`src/rtl/core/fxalu_pkg.sv`:
```
// ----------------------------------------------------------------------------
// Fixed-point ALU package
// Opcodes, item classes and the work record passed from front to back.
// ----------------------------------------------------------------------------
package fxalu_pkg;

    typedef enum logic [3:0] {
        OP_ADD  = 4'd0,
        OP_SUB  = 4'd1,
        OP_MUL  = 4'd2,
        OP_DIV  = 4'd3,
        OP_GT   = 4'd4,
        OP_LT   = 4'd5,
        OP_GE   = 4'd6,
        OP_LE   = 4'd7,
        OP_EQ   = 4'd8,
        OP_NE   = 4'd9,
        OP_MIN  = 4'd10,
        OP_MAX  = 4'd11,
        OP_FINT = 4'd12,
        OP_TINT = 4'd13,
        OP_INC  = 4'd14,
        OP_DEC  = 4'd15
    } t_op;

    typedef enum logic [1:0] {
        K_SIMPLE,
        K_MUL,
        K_DIV
    } t_kind;

    typedef struct packed {
        t_kind       kind;
        logic [31:0] res;
        logic        flag;
        logic        dz;
        logic        neg;
        logic [31:0] opa;
        logic [31:0] opb;
    } t_work;

endpackage

```
`src/rtl/core/fxalu_queue.sv`:
```
// ----------------------------------------------------------------------------
// Fixed-point ALU work queue
// Two-entry queue that decouples the front end from the execution pipeline.
// ----------------------------------------------------------------------------
module fxalu_queue (
    input  logic             i_clk,
    input  logic             i_rst_n,
    input  logic             i_push,
    input  fxalu_pkg::t_work i_data,
    output logic             o_full,
    input  logic             i_pop,
    output fxalu_pkg::t_work o_data,
    output logic             o_empty
);
    import fxalu_pkg::*;

    t_work       r_mem [2];
    logic        r_wp;
    logic        r_rp;
    logic [1:0]  r_count;
    logic [1:0]  n_count;

    assign o_full  = (r_count == 2'd2);
    assign o_empty = (r_count == 2'd0);
    assign o_data  = r_mem[r_rp];

    always_comb begin
        n_count = r_count;
        if (i_push && !i_pop) begin
            n_count = r_count + 2'd1;
        end else if (!i_push && i_pop) begin
            n_count = r_count - 2'd1;
        end
    end

    always_ff @(posedge i_clk) begin
        if (!i_rst_n) begin
            r_wp    <= 1'b0;
            r_rp    <= 1'b0;
            r_count <= 2'd0;
        end else begin
            if (i_push) begin
                r_wp <= !r_wp;
            end
            if (i_pop) begin
                r_rp <= !r_rp;
            end
            r_count <= n_count;
        end
    end

    always_ff @(posedge i_clk) begin
        if (i_push) begin
            r_mem[r_wp] <= i_data;
        end
    end

    a_no_overflow: assert property (@(posedge i_clk) disable iff (!i_rst_n)
        !(i_push && o_full)) else $error("push into a full queue");
    a_no_underflow: assert property (@(posedge i_clk) disable iff (!i_rst_n)
        !(i_pop && o_empty)) else $error("pop from an empty queue");
    a_count_range: assert property (@(posedge i_clk) disable iff (!i_rst_n)
        r_count != 2'd3) else $error("queue count out of range");

endmodule

```
`config.mk`:
```
export PLATFORM = sky130hd
export DESIGN_NAME = fxalu_queue
export DESIGN_NICKNAME = d
export VERILOG_FILES = /design/src/rtl/core/fxalu_pkg.sv /design/src/rtl/core/fxalu_queue.sv
export SDC_FILE = /design/constraint.sdc
export NUM_CORES = 1
export LEC_CHECK = 0
export BUFFER_PORTS_ARGS = -buffer_cell sky130_fd_sc_hd__clkbuf_2
export CAP_MARGIN = 20
export CORE_ASPECT_RATIO = 0.6
export CORE_MARGIN = 4
export CORE_UTILIZATION = 56
export DETAILED_ROUTE_END_ITERATION = 10
export PLACE_DENSITY = 0.91
export SETUP_SLACK_MARGIN = 0.2
export SLEW_MARGIN = 15
export SYNTH_ARGS = -nofsm -noshare
export SYNTH_HDL_FRONTEND = slang
export SYNTH_SLANG_ARGS = --single-unit
export TNS_END_PERCENT = 50
```
`constraint.sdc`:
```
create_clock -name i_clk -period 14.1 [get_ports i_clk]
set_clock_uncertainty 0.15 [all_clocks]
set_input_delay 0 -clock i_clk [delete_from_list [all_inputs] [get_ports i_clk]]
set_output_delay 0 -clock i_clk [all_outputs]
set_load 0.01 [all_outputs]
```
==> impl_metrics.csv <==
group,metric,value,unit
die,num_rows,32,
sta,finalCritPeriodShare,19.0,%
die,core_area,13000,sq um
synthesis,synth_area_per_cell,22.4,sq um
worst_setup_path,cp_data_required_time,13.95,ns
synthesis,syn-num-nets,442,
placed_design,port-buffer-count,207,
worst_setup_path,critPathLaunchType,"flop",
sta,hold_viol,0,
cts,htree_num_levels,1,
grt,overflow,0,
worst_setup_path,crit_type,"flop to output port",
route,drt-vias-per-instance,5.17,
cts,cts_buffers,19,
worst_setup_path,worstPathMaxFanout,63,
cts,post_cts_buffers,0,
synthesis,synth.area.mux_share,15.1,%
grt,grt_first_pass_wirelength,24900,microns
final_layout,instances_no_fill,842,
route,routed-wl-met3,1240,microns
synthesis,synth_compound_area_share,0.266,%
sta,tightest_slew,0.849,ns
sta,timing.fmax,374,MHz
route,met1_length,6610,microns
pwr,power_per_cell_area,130,nW/um^2
min_path,hold_path_class,"primary input to flop",
synthesis,synth_top_area_cell,"edfxtp_1",
placed_design,pre_cts_ws,11.43,ns
worst_setup_path,r2r_cells,2,
synthesis,synth_cells,336,
synthesis,synth_cell_types,18,
cts,cts.path.max_buffers,3,
sta,min_period,2.68,ns
synthesis,yosys.area_share.xor_xnor,0.349,%
worst_setup_path,regToRegStartpoint,"r_wp",
synthesis,synthAdderAreaFrac,0.166,%
die,die_h,97.9,microns
route,drtIter0Drc,226,
synthesis,ys_seq_area_share,81.8,%
cts,cts-root-buf,"clkbuf_16",
final_layout,finalNetCount,768,
sta,setup_slack,11.42,ns
die,pin_count,208,
die,dieArea,15400,sq um
final_layout,final_common_cell,"clkbuf_2",
pwr,ir_worst_vdd,0.122,mV
final_layout,postLayoutCoreUtil,79.3,%
worst_setup_path,regToRegSetupSlack,11.81,ns
cts,hold_buffers,105,
final_layout,layout-drive-gt1-share,50.6,%
grt,grt_usage,20.8,%
final_layout,diodes,0,
sta,rsz0062_at_grt,"false",
die,start_util,57.9,%
grt,grt_pass1_vias,4702,
sta,timing.setup.tns,0,ns
placed_design,dpl.hpwl,9270,microns
route,wl_per_cell,19.7,microns
pwr,p_leak,0.00397,uW
sta,timing.hold.ws,0.113,ns
cts,clock_sink_count,207,
worst_setup_path,setup.worst_path.end_class,"output port",
final_layout,syn2layout_area_growth,36.9,%
cts,cts_resized,0,
cts,clkTransAtPathRegs,0.06,ns
sta,setup_viol,0,
die,fp.dieW,158,microns
route,top_layer,"met4",
synthesis,ys_seq_elements,207,
route,wl_met2,8380,microns
grt,antenna_found_initial,0,
placed_design,gp_congestion,0.745,
route,drc_errors,0,
synthesis,synth_area_leaders,"edfxtp_1 80%, mux2_2 15%, buf_6 1.3%",
synthesis,synth_top_cell_area_share,80.5,%
synthesis,synth_top_family_by_area,"multiplexers",
synthesis,synth-simple-area-share,0.747,%
route,drtPass1Iterations,4,
route,vias,4354,
min_path,worstHoldStart,"i_data[53]",
placed_design,dpl.cell_count,705,
route,ant_nets,0,
min_path,whs_path_depth,2,
run_status,outcome,"completed",
sta,slew_viol_final,0,
sta,max_slew_margin,43.4,%
grt,grt_start_max_net_pins,64,
synthesis,ys_warn_count,0,
cts,clock_latency,0.46,ns
synthesis,syn_area,7540,sq um
route,drt-total-wl,16600,microns
worst_setup_path,arrival,2.53,ns
min_path,worstHoldEndpoint,"r_mem[1][53]",
job,maxCapViolCount,0,
cts,cts_tree,"built",
final_layout,mostFrequentLayoutCells,"207 x clkbuf_2, 202 x edfxtp_1, 105 x dlygate4sd3_1, 101 x mux2_2, 19 x clkbuf_16",
worst_setup_path,timing.rr.end,"r_mem[1][62]",
critical path, stage by stage, from the launching register on:
cell	delay, ns
dfxtp_4	0.68
buf_4	0.72
mux2_2	0.44
clkbuf_2	0.14
stage by stage:
stage	cell area, sq um	power [uW]
finish	10300	1340
global route	10300	1390
CTS	10300	1340
detailed placement	8710	869
global placement	8710	864
floorplan	7540	814
sequential cells by signal, summed over array words and instances, names as in the netlist, named ones only:
| name | cells |
|---|---|
| r_wp | 1 |
| r_rp | 1 |
| r_count | 2 |
| r_mem | 202 |
cell families after synthesis:
logic type,Yosys count
AOI/OAI and AO/OA,3
xor gates and xnor gates,3
adders and majority gates,1
buffers and inverters,12
DFF,207
muxes,101
and+or+nand+nor,9
synth_stat cells:
cell type and count:
xnor2_1 1, nor2b_1 2, o21a_1 1, nor2_1 1
o21ai_0 1, and2_1 4, inv_1 1, xor2_1 2
buf_6 9, dfxtp_1 5, mux2_2 101, buf_2 1
and2b_2 1, a21boi_1 1, edfxtp_1 202, buf_4 1
ha_1 1, or3_1 1
metal layers:
metal	track usage (%)	up-vias
met1	25.7	2148
met2	36.2	193
li1	-	1981
met3	6.42	32
met4	5.09	0
met5	0	-
how the worst max path moves through the flow:
stage	slack [ns]	end	cells after the start	start
2_1_floorplan	8.59	r_mem[0][0]	1	r_wp
6_report	11.42	o_data[66]	3	flop
3_3_place_gp	11.52	r_mem[0][70]	2	r_wp
4_1_cts	11.40	r_mem[0][5]	2	r_wp
3_5_place_dp	11.43	r_mem[0][5]	2	r_wp
5_1_grt	11.32	o_data[88]	3	flop
final cells by class:
class | instances | area (sq um)
Sequential cell | 207 | 6170
Fill cell | 642 | 2690
Timing Repair Buffer | 316 | 2130
Multi-Input combinational cell | 117 | 1260
Clock buffer | 26 | 512
Tap cell | 170 | 213
Clock inverter | 5 | 30.0
Inverter | 1 | 3.75
power breakdown:
group / switching (uW) / total (uW) / internal, uW / leakage [uW]
clock network: 205 / 459 / 255 / 0.000268
logic: 77.7 / 161 / 83.1 / 0.00177
registers: 12.9 / 724 / 711 / 0.00194
Power figures use the tool's default switching activity.
