**src/rtl/core/fxalu_pkg.sv**
```systemverilog
// ----------------------------------------------------------------------------
// Fixed-point ALU package
// Opcodes, item classes and the work record passed from front to back.
// ----------------------------------------------------------------------------
package fxalu_pkg;

    typedef enum logic [3:0] {
        OP_ADD  = 4'd0,
        OP_SUB  = 4'd1,
        OP_MUL  = 4'd2,
        OP_DIV  = 4'd3,
        OP_GT   = 4'd4,
        OP_LT   = 4'd5,
        OP_GE   = 4'd6,
        OP_LE   = 4'd7,
        OP_EQ   = 4'd8,
        OP_NE   = 4'd9,
        OP_MIN  = 4'd10,
        OP_MAX  = 4'd11,
        OP_FINT = 4'd12,
        OP_TINT = 4'd13,
        OP_INC  = 4'd14,
        OP_DEC  = 4'd15
    } t_op;

    typedef enum logic [1:0] {
        K_SIMPLE,
        K_MUL,
        K_DIV
    } t_kind;

    typedef struct packed {
        t_kind       kind;
        logic [31:0] res;
        logic        flag;
        logic        dz;
        logic        neg;
        logic [31:0] opa;
        logic [31:0] opb;
    } t_work;

endpackage

```
**src/rtl/core/fxalu_if.sv**
```systemverilog
// ----------------------------------------------------------------------------
// Fixed-point ALU channels
// Request and result channels with valid/ready handshakes.
// ----------------------------------------------------------------------------
interface fxalu_in_if;
    logic               valid;
    logic               ready;
    logic [3:0]         op;
    logic signed [31:0] operand_a;
    logic signed [31:0] operand_b;

    modport source (output valid, output op, output operand_a, output operand_b,
                    input ready);
    modport sink   (input valid, input op, input operand_a, input operand_b,
                    output ready);
endinterface


```
**src/rtl/core/fxalu_front.sv**
```systemverilog
// ----------------------------------------------------------------------------
// Fixed-point ALU front end
// Accepts requests, evaluates the simple operations and prepares operands
// for the multiplier and the divider.
// ----------------------------------------------------------------------------
module fxalu_front #(
    parameter int FRAC_BITS = 8
) (
    fxalu_in_if.sink         i_in,
    input  logic             i_full,
    output logic             o_push,
    output fxalu_pkg::t_work o_work
);
    import fxalu_pkg::*;

    logic signed [31:0] w_a;
    logic signed [31:0] w_b;

    assign w_a = i_in.operand_a;
    assign w_b = i_in.operand_b;

    assign i_in.ready = !i_full;
    assign o_push     = i_in.valid && !i_full;

    always_comb begin
        o_work      = '0;
        o_work.kind = K_SIMPLE;
        o_work.neg  = w_a[31] ^ w_b[31];
        o_work.opa  = w_a;
        o_work.opb  = w_b;
        unique case (t_op'(i_in.op))
            OP_ADD:  o_work.res = w_a + w_b;
            OP_SUB:  o_work.res = w_a - w_b;
            OP_MUL:  o_work.kind = K_MUL;
            OP_DIV: begin
                o_work.kind = K_DIV;
                o_work.dz   = (w_b == 32'sd0);
                o_work.opa  = w_a[31] ? 32'(-w_a) : w_a;
                o_work.opb  = w_b[31] ? 32'(-w_b) : w_b;
            end
            OP_GT:   o_work.flag = w_a > w_b;
            OP_LT:   o_work.flag = w_a < w_b;
            OP_GE:   o_work.flag = w_a >= w_b;
            OP_LE:   o_work.flag = w_a <= w_b;
            OP_EQ:   o_work.flag = w_a == w_b;
            OP_NE:   o_work.flag = w_a != w_b;
            OP_MIN:  o_work.res = (w_a < w_b) ? w_a : w_b;
            OP_MAX:  o_work.res = (w_a > w_b) ? w_a : w_b;
            OP_FINT: o_work.res = w_a << FRAC_BITS;
            OP_TINT: o_work.res = w_a >>> FRAC_BITS;
            OP_INC:  o_work.res = w_a + 32'sd1;
            OP_DEC:  o_work.res = w_a - 32'sd1;
            default: o_work.res = '0;
        endcase
    end

endmodule

```
**src/flat_wrapper.sv**
```systemverilog
// flat-port wrapper written by rule: the top's interface ports become plain ports
module fxalu_front_flat import fxalu_pkg::*;
#(
    parameter int FRAC_BITS = 8
)
  (i_full, o_push, o_work, i_in_valid, i_in_op, i_in_operand_a, i_in_operand_b, i_in_ready);
  fxalu_in_if i_in_i ();
  input  logic i_full;
  output logic o_push;
  output fxalu_pkg::t_work o_work;
  input wire logic [$bits(i_in_i.valid)-1:0] i_in_valid;
  input wire logic [$bits(i_in_i.op)-1:0] i_in_op;
  input wire logic [$bits(i_in_i.operand_a)-1:0] i_in_operand_a;
  input wire logic [$bits(i_in_i.operand_b)-1:0] i_in_operand_b;
  output wire logic [$bits(i_in_i.ready)-1:0] i_in_ready;
  assign i_in_i.valid = i_in_valid;
  assign i_in_i.op = i_in_op;
  assign i_in_i.operand_a = i_in_operand_a;
  assign i_in_i.operand_b = i_in_operand_b;
  assign i_in_ready = i_in_i.ready;
  fxalu_front #(.FRAC_BITS(FRAC_BITS)) u_core (.i_in(i_in_i), .i_full(i_full), .o_push(o_push), .o_work(o_work));
endmodule
```
**config.mk**
```make
export PLATFORM = sky130hd
export DESIGN_NAME = fxalu_front_flat
export DESIGN_NICKNAME = d
export VERILOG_FILES = /design/src/rtl/core/fxalu_pkg.sv /design/src/rtl/core/fxalu_if.sv /design/src/rtl/core/fxalu_front.sv /design/src/flat_wrapper.sv
export SDC_FILE = /design/constraint.sdc
export NUM_CORES = 1
export LEC_CHECK = 0
export ABC_AREA = 1
export BUFFER_PORTS_ARGS = -buffer_cell sky130_fd_sc_hd__buf_2
export CAP_MARGIN = 20
export CORE_ASPECT_RATIO = 0.9
export CORE_MARGIN = 2
export CORE_UTILIZATION = 40
export DETAILED_ROUTE_END_ITERATION = 10
export GPL_TIMING_DRIVEN = 0
export SYNTH_ARGS = -nofsm -noshare
export SYNTH_HDL_FRONTEND = slang
export SYNTH_SLANG_ARGS = --single-unit
```
**constraint.sdc**
```tcl
create_clock -name vclk -period 6
set_clock_uncertainty 0.05 [all_clocks]
set_input_delay 1.2 -clock vclk [all_inputs]
set_output_delay 1.2 -clock vclk [all_outputs]
set_load 0.01 [all_outputs]
```
==> flow_results.org <==
** Route
- The count of nets left with antenna violations once routing finished came out at 0.
- Wirelength per Cell :: 20.2 um
- For this run, design rule violations remaining after detail routing come to 0.
- Pre-Repair DR Iteration Count :: 6
- Number of vias after detailed routing :: 11800
- Starting DRT DRC Count :: 1368
- Mean number of vias per cell :: 5.77
- The routed design has 41500 um of wire.

** GRT
- The number of global-route vias before repair came to 10500.
- Maximum number of pins on one net before global-route repair :: 11
- Global routing consumed, over all layers together, 36.3% of the routing resources.
- Global-route congestion overflow total :: 0
- The first global-routing pass estimated 60000 um of wire.
- The number of antenna violations at the first check in global routing came to 1.

** Finish
- Of the cells placed in the final design, the portion with a size suffix greater than 1 is 17.0%.
- The top cell types in the final layout, fill and taps aside, are nand2_1 (428), inv_1 (230), nor2_1 (193).
- In the finished layout, the clock tree contains a buffer count of 0.
- Final cell count without fillers :: 2052
- Core Util, Final :: 48.6%
- For this run, the post-layout net count is 1936.
- From synthesis to final layout, the design area changed by 19.4%.
- The sequential cells in the finished layout cover a total of 0 um2.
- The library cell used most frequently in the layout, excluding fill and tap cells, is nand2_1.
- With fillers left out, the area of the finished cells amounts to 9680 um2.
- Filler instances :: 2306
- Total number of sequential cells :: 0

** Synthesis
- Dividing the synthesized area by the synthesized cell count gives 5.02 um2.
- Library cells used by synthesis :: 54
- Sequential cell area fraction in the yosys report :: 0%
- When the netlist entered floorplanning its net count stood at 1752.
- Number of warnings printed during yosys synthesis :: 0
- Cell count after synthesis :: 1614
- In this run the cell area of the synthesized design comes to 8100 um2.

** Placement
- Routability-driven placement congestion ratio :: 1.07
- The wire-length estimate of the detail-placed layout is 35200 um.
- Timing analysis after detailed placement gives a worst setup slack of -530 ps.
- Placed Cells incl. Taps :: 2041
- During placement, the flow inserted port buffers numbering 172.
- After detailed placement, the total cell area comes to 9280 um2.

** Job
- Max-cap violations in this run came to 0.

** Worst setup path
- Slowest Stage Delay on Critical Path :: 280 ps
- Critical path's slowest cell :: or2_2
- Top cell by count, worst path :: nand2_1
- Endpoint type of the worst setup path :: output port
- Worst Path Max Fanout :: 5
- The worst setup path is launched from a primary input.
- Required time of the critical path :: 4750 ps
- Arrival time at the worst endpoint :: 4620 ps
- The worst setup path is of the primary input to output port kind.
- Walking the worst path, the cells encountered are buf_2 -> inv_2 -> ha_2 -> nand2_1 -> nor4_4 -> nand2_2 -> nor2_4 -> nand3_1 -> nor2_2 -> inv_1 -> o21ai_1 -> nand2_1 -> nand2_1 -> ha_4 -> a21oi_2 -> o21ai_0 -> a21oi_1 -> nand2_1 -> or2_2 -> nand3_1 -> nand4_1 -> buf_2.

** Timing
- RSZ-0062 raised after global routing :: yes
- Timing would allow up to 0.170 GHz.
- The final-report hold violation count came to 0.
- Setup violations remaining at the end of the flow were counted as 0.
- The number of slew-limit violations in the final report was 0.
- For the pin with the worst max-slew slack, the measured transition is 1060 ps.
- Minimum clock period after layout :: 5870 ps
- In the post-route analysis, the smallest setup slack over all paths is 129 ps.
- After layout, the worst path uses 97.8% of the clock period.
- Slew HR :: 28.8%

** Min path
- The tightest min-delay check is of the primary input to output port type.

** Floorplanning
- Die W :: 154 um
- The floorplan step defined a die boundary enclosing 21400 um2.
- Vertical extent of the die :: 139 um
- Count of pins on the block boundary :: 173
- Core Region :: 19900 um2
- # rows :: 49
- For this configuration, the core starts out at a cell density of 40.7%.

** Clock tree
- In this run, post-CTS hold repair placed 0 buffers.

** Outcome
- Result of the run :: finished, final reports clean
[path summary, 6_finish.rpt]
path                         startpoint         end  slack, ps  cells after the start
worst max-delay path  i_in_operand_b[0]  o_work[86]        130                     22
worst min-delay path             i_full  i_in_ready       2590                      3
[routing by layer]
metal  GRT usage (%)  wire, um  up-vias
met2            57.9     18100      687
met5               0        11        -
met3            5.06      4480      103
li1                -         -     5660
met1            51.0     17600     5387
met4            9.54      1350        2
[critical path: cells and delay by family]
family / cells / cell delay (ps)
AND/OR/NAND/NOR: 12 / 1710
buffers and inverters: 4 / 510
AO/OA/AOI/OAI: 4 / 770
adder cells (fa/ha/maj): 2 / 420
[timing repair]
| action | CTS | global route |
|---|---|---|
| buffers inserted | 5 | 5 |
| cloned | 0 | 0 |
| endpoints found under the setup margin | 17 | 20 |
| pin swaps | 12 | 20 |
| gates resized for setup | 18 | 73 |
[cell usage after synthesis, drive strengths merged (12+ instances only)]
cell / n / area (um2)
a21oi: 97 / 500
buf: 12 / 87.6
clkbuf: 24 / 90.1
ha: 66 / 826
inv: 240 / 901
nand2: 448 / 1720
nand3: 155 / 791
nand3b: 12 / 90.1
nand4: 40 / 250
nor2: 223 / 872
nor3: 29 / 150
o211ai: 12 / 100
o21ai: 116 / 584
o21bai: 14 / 105
o22ai: 13 / 81.3
xor2: 57 / 499
[cell type report]
class	instances	area, um2	share of cell area [%]
Multi-Input combinational cell	1335	7320	75.6
Timing Repair Buffer	182	936	9.67
Tap cell	255	319	3.30
Buffer	36	180	1.86
Inverter	243	922	9.53
Antenna cell	1	2.50	0.0259
[per-stage QoR]
step	hold WS (ps)	TNS [ps]
finish	2590	0
global route	2600	-38.1
CTS	2590	0
detailed placement	2590	-4810
global placement	2590	-4230
floorplan	2390	0
[kinds of logic (layout without fill, tap and decap cells)]
logic type	count (synthesis)	after routing	share of synthesized area (%)
buffers and inverters	279	461	13.4
adders and majority gates	68	68	10.7
other	0	1	0
muxes	4	4	0.494
xor gates and xnor gates	63	63	6.81
and+or+nand+nor	927	927	49.6
AOI/OAI and AO/OA	273	273	18.9
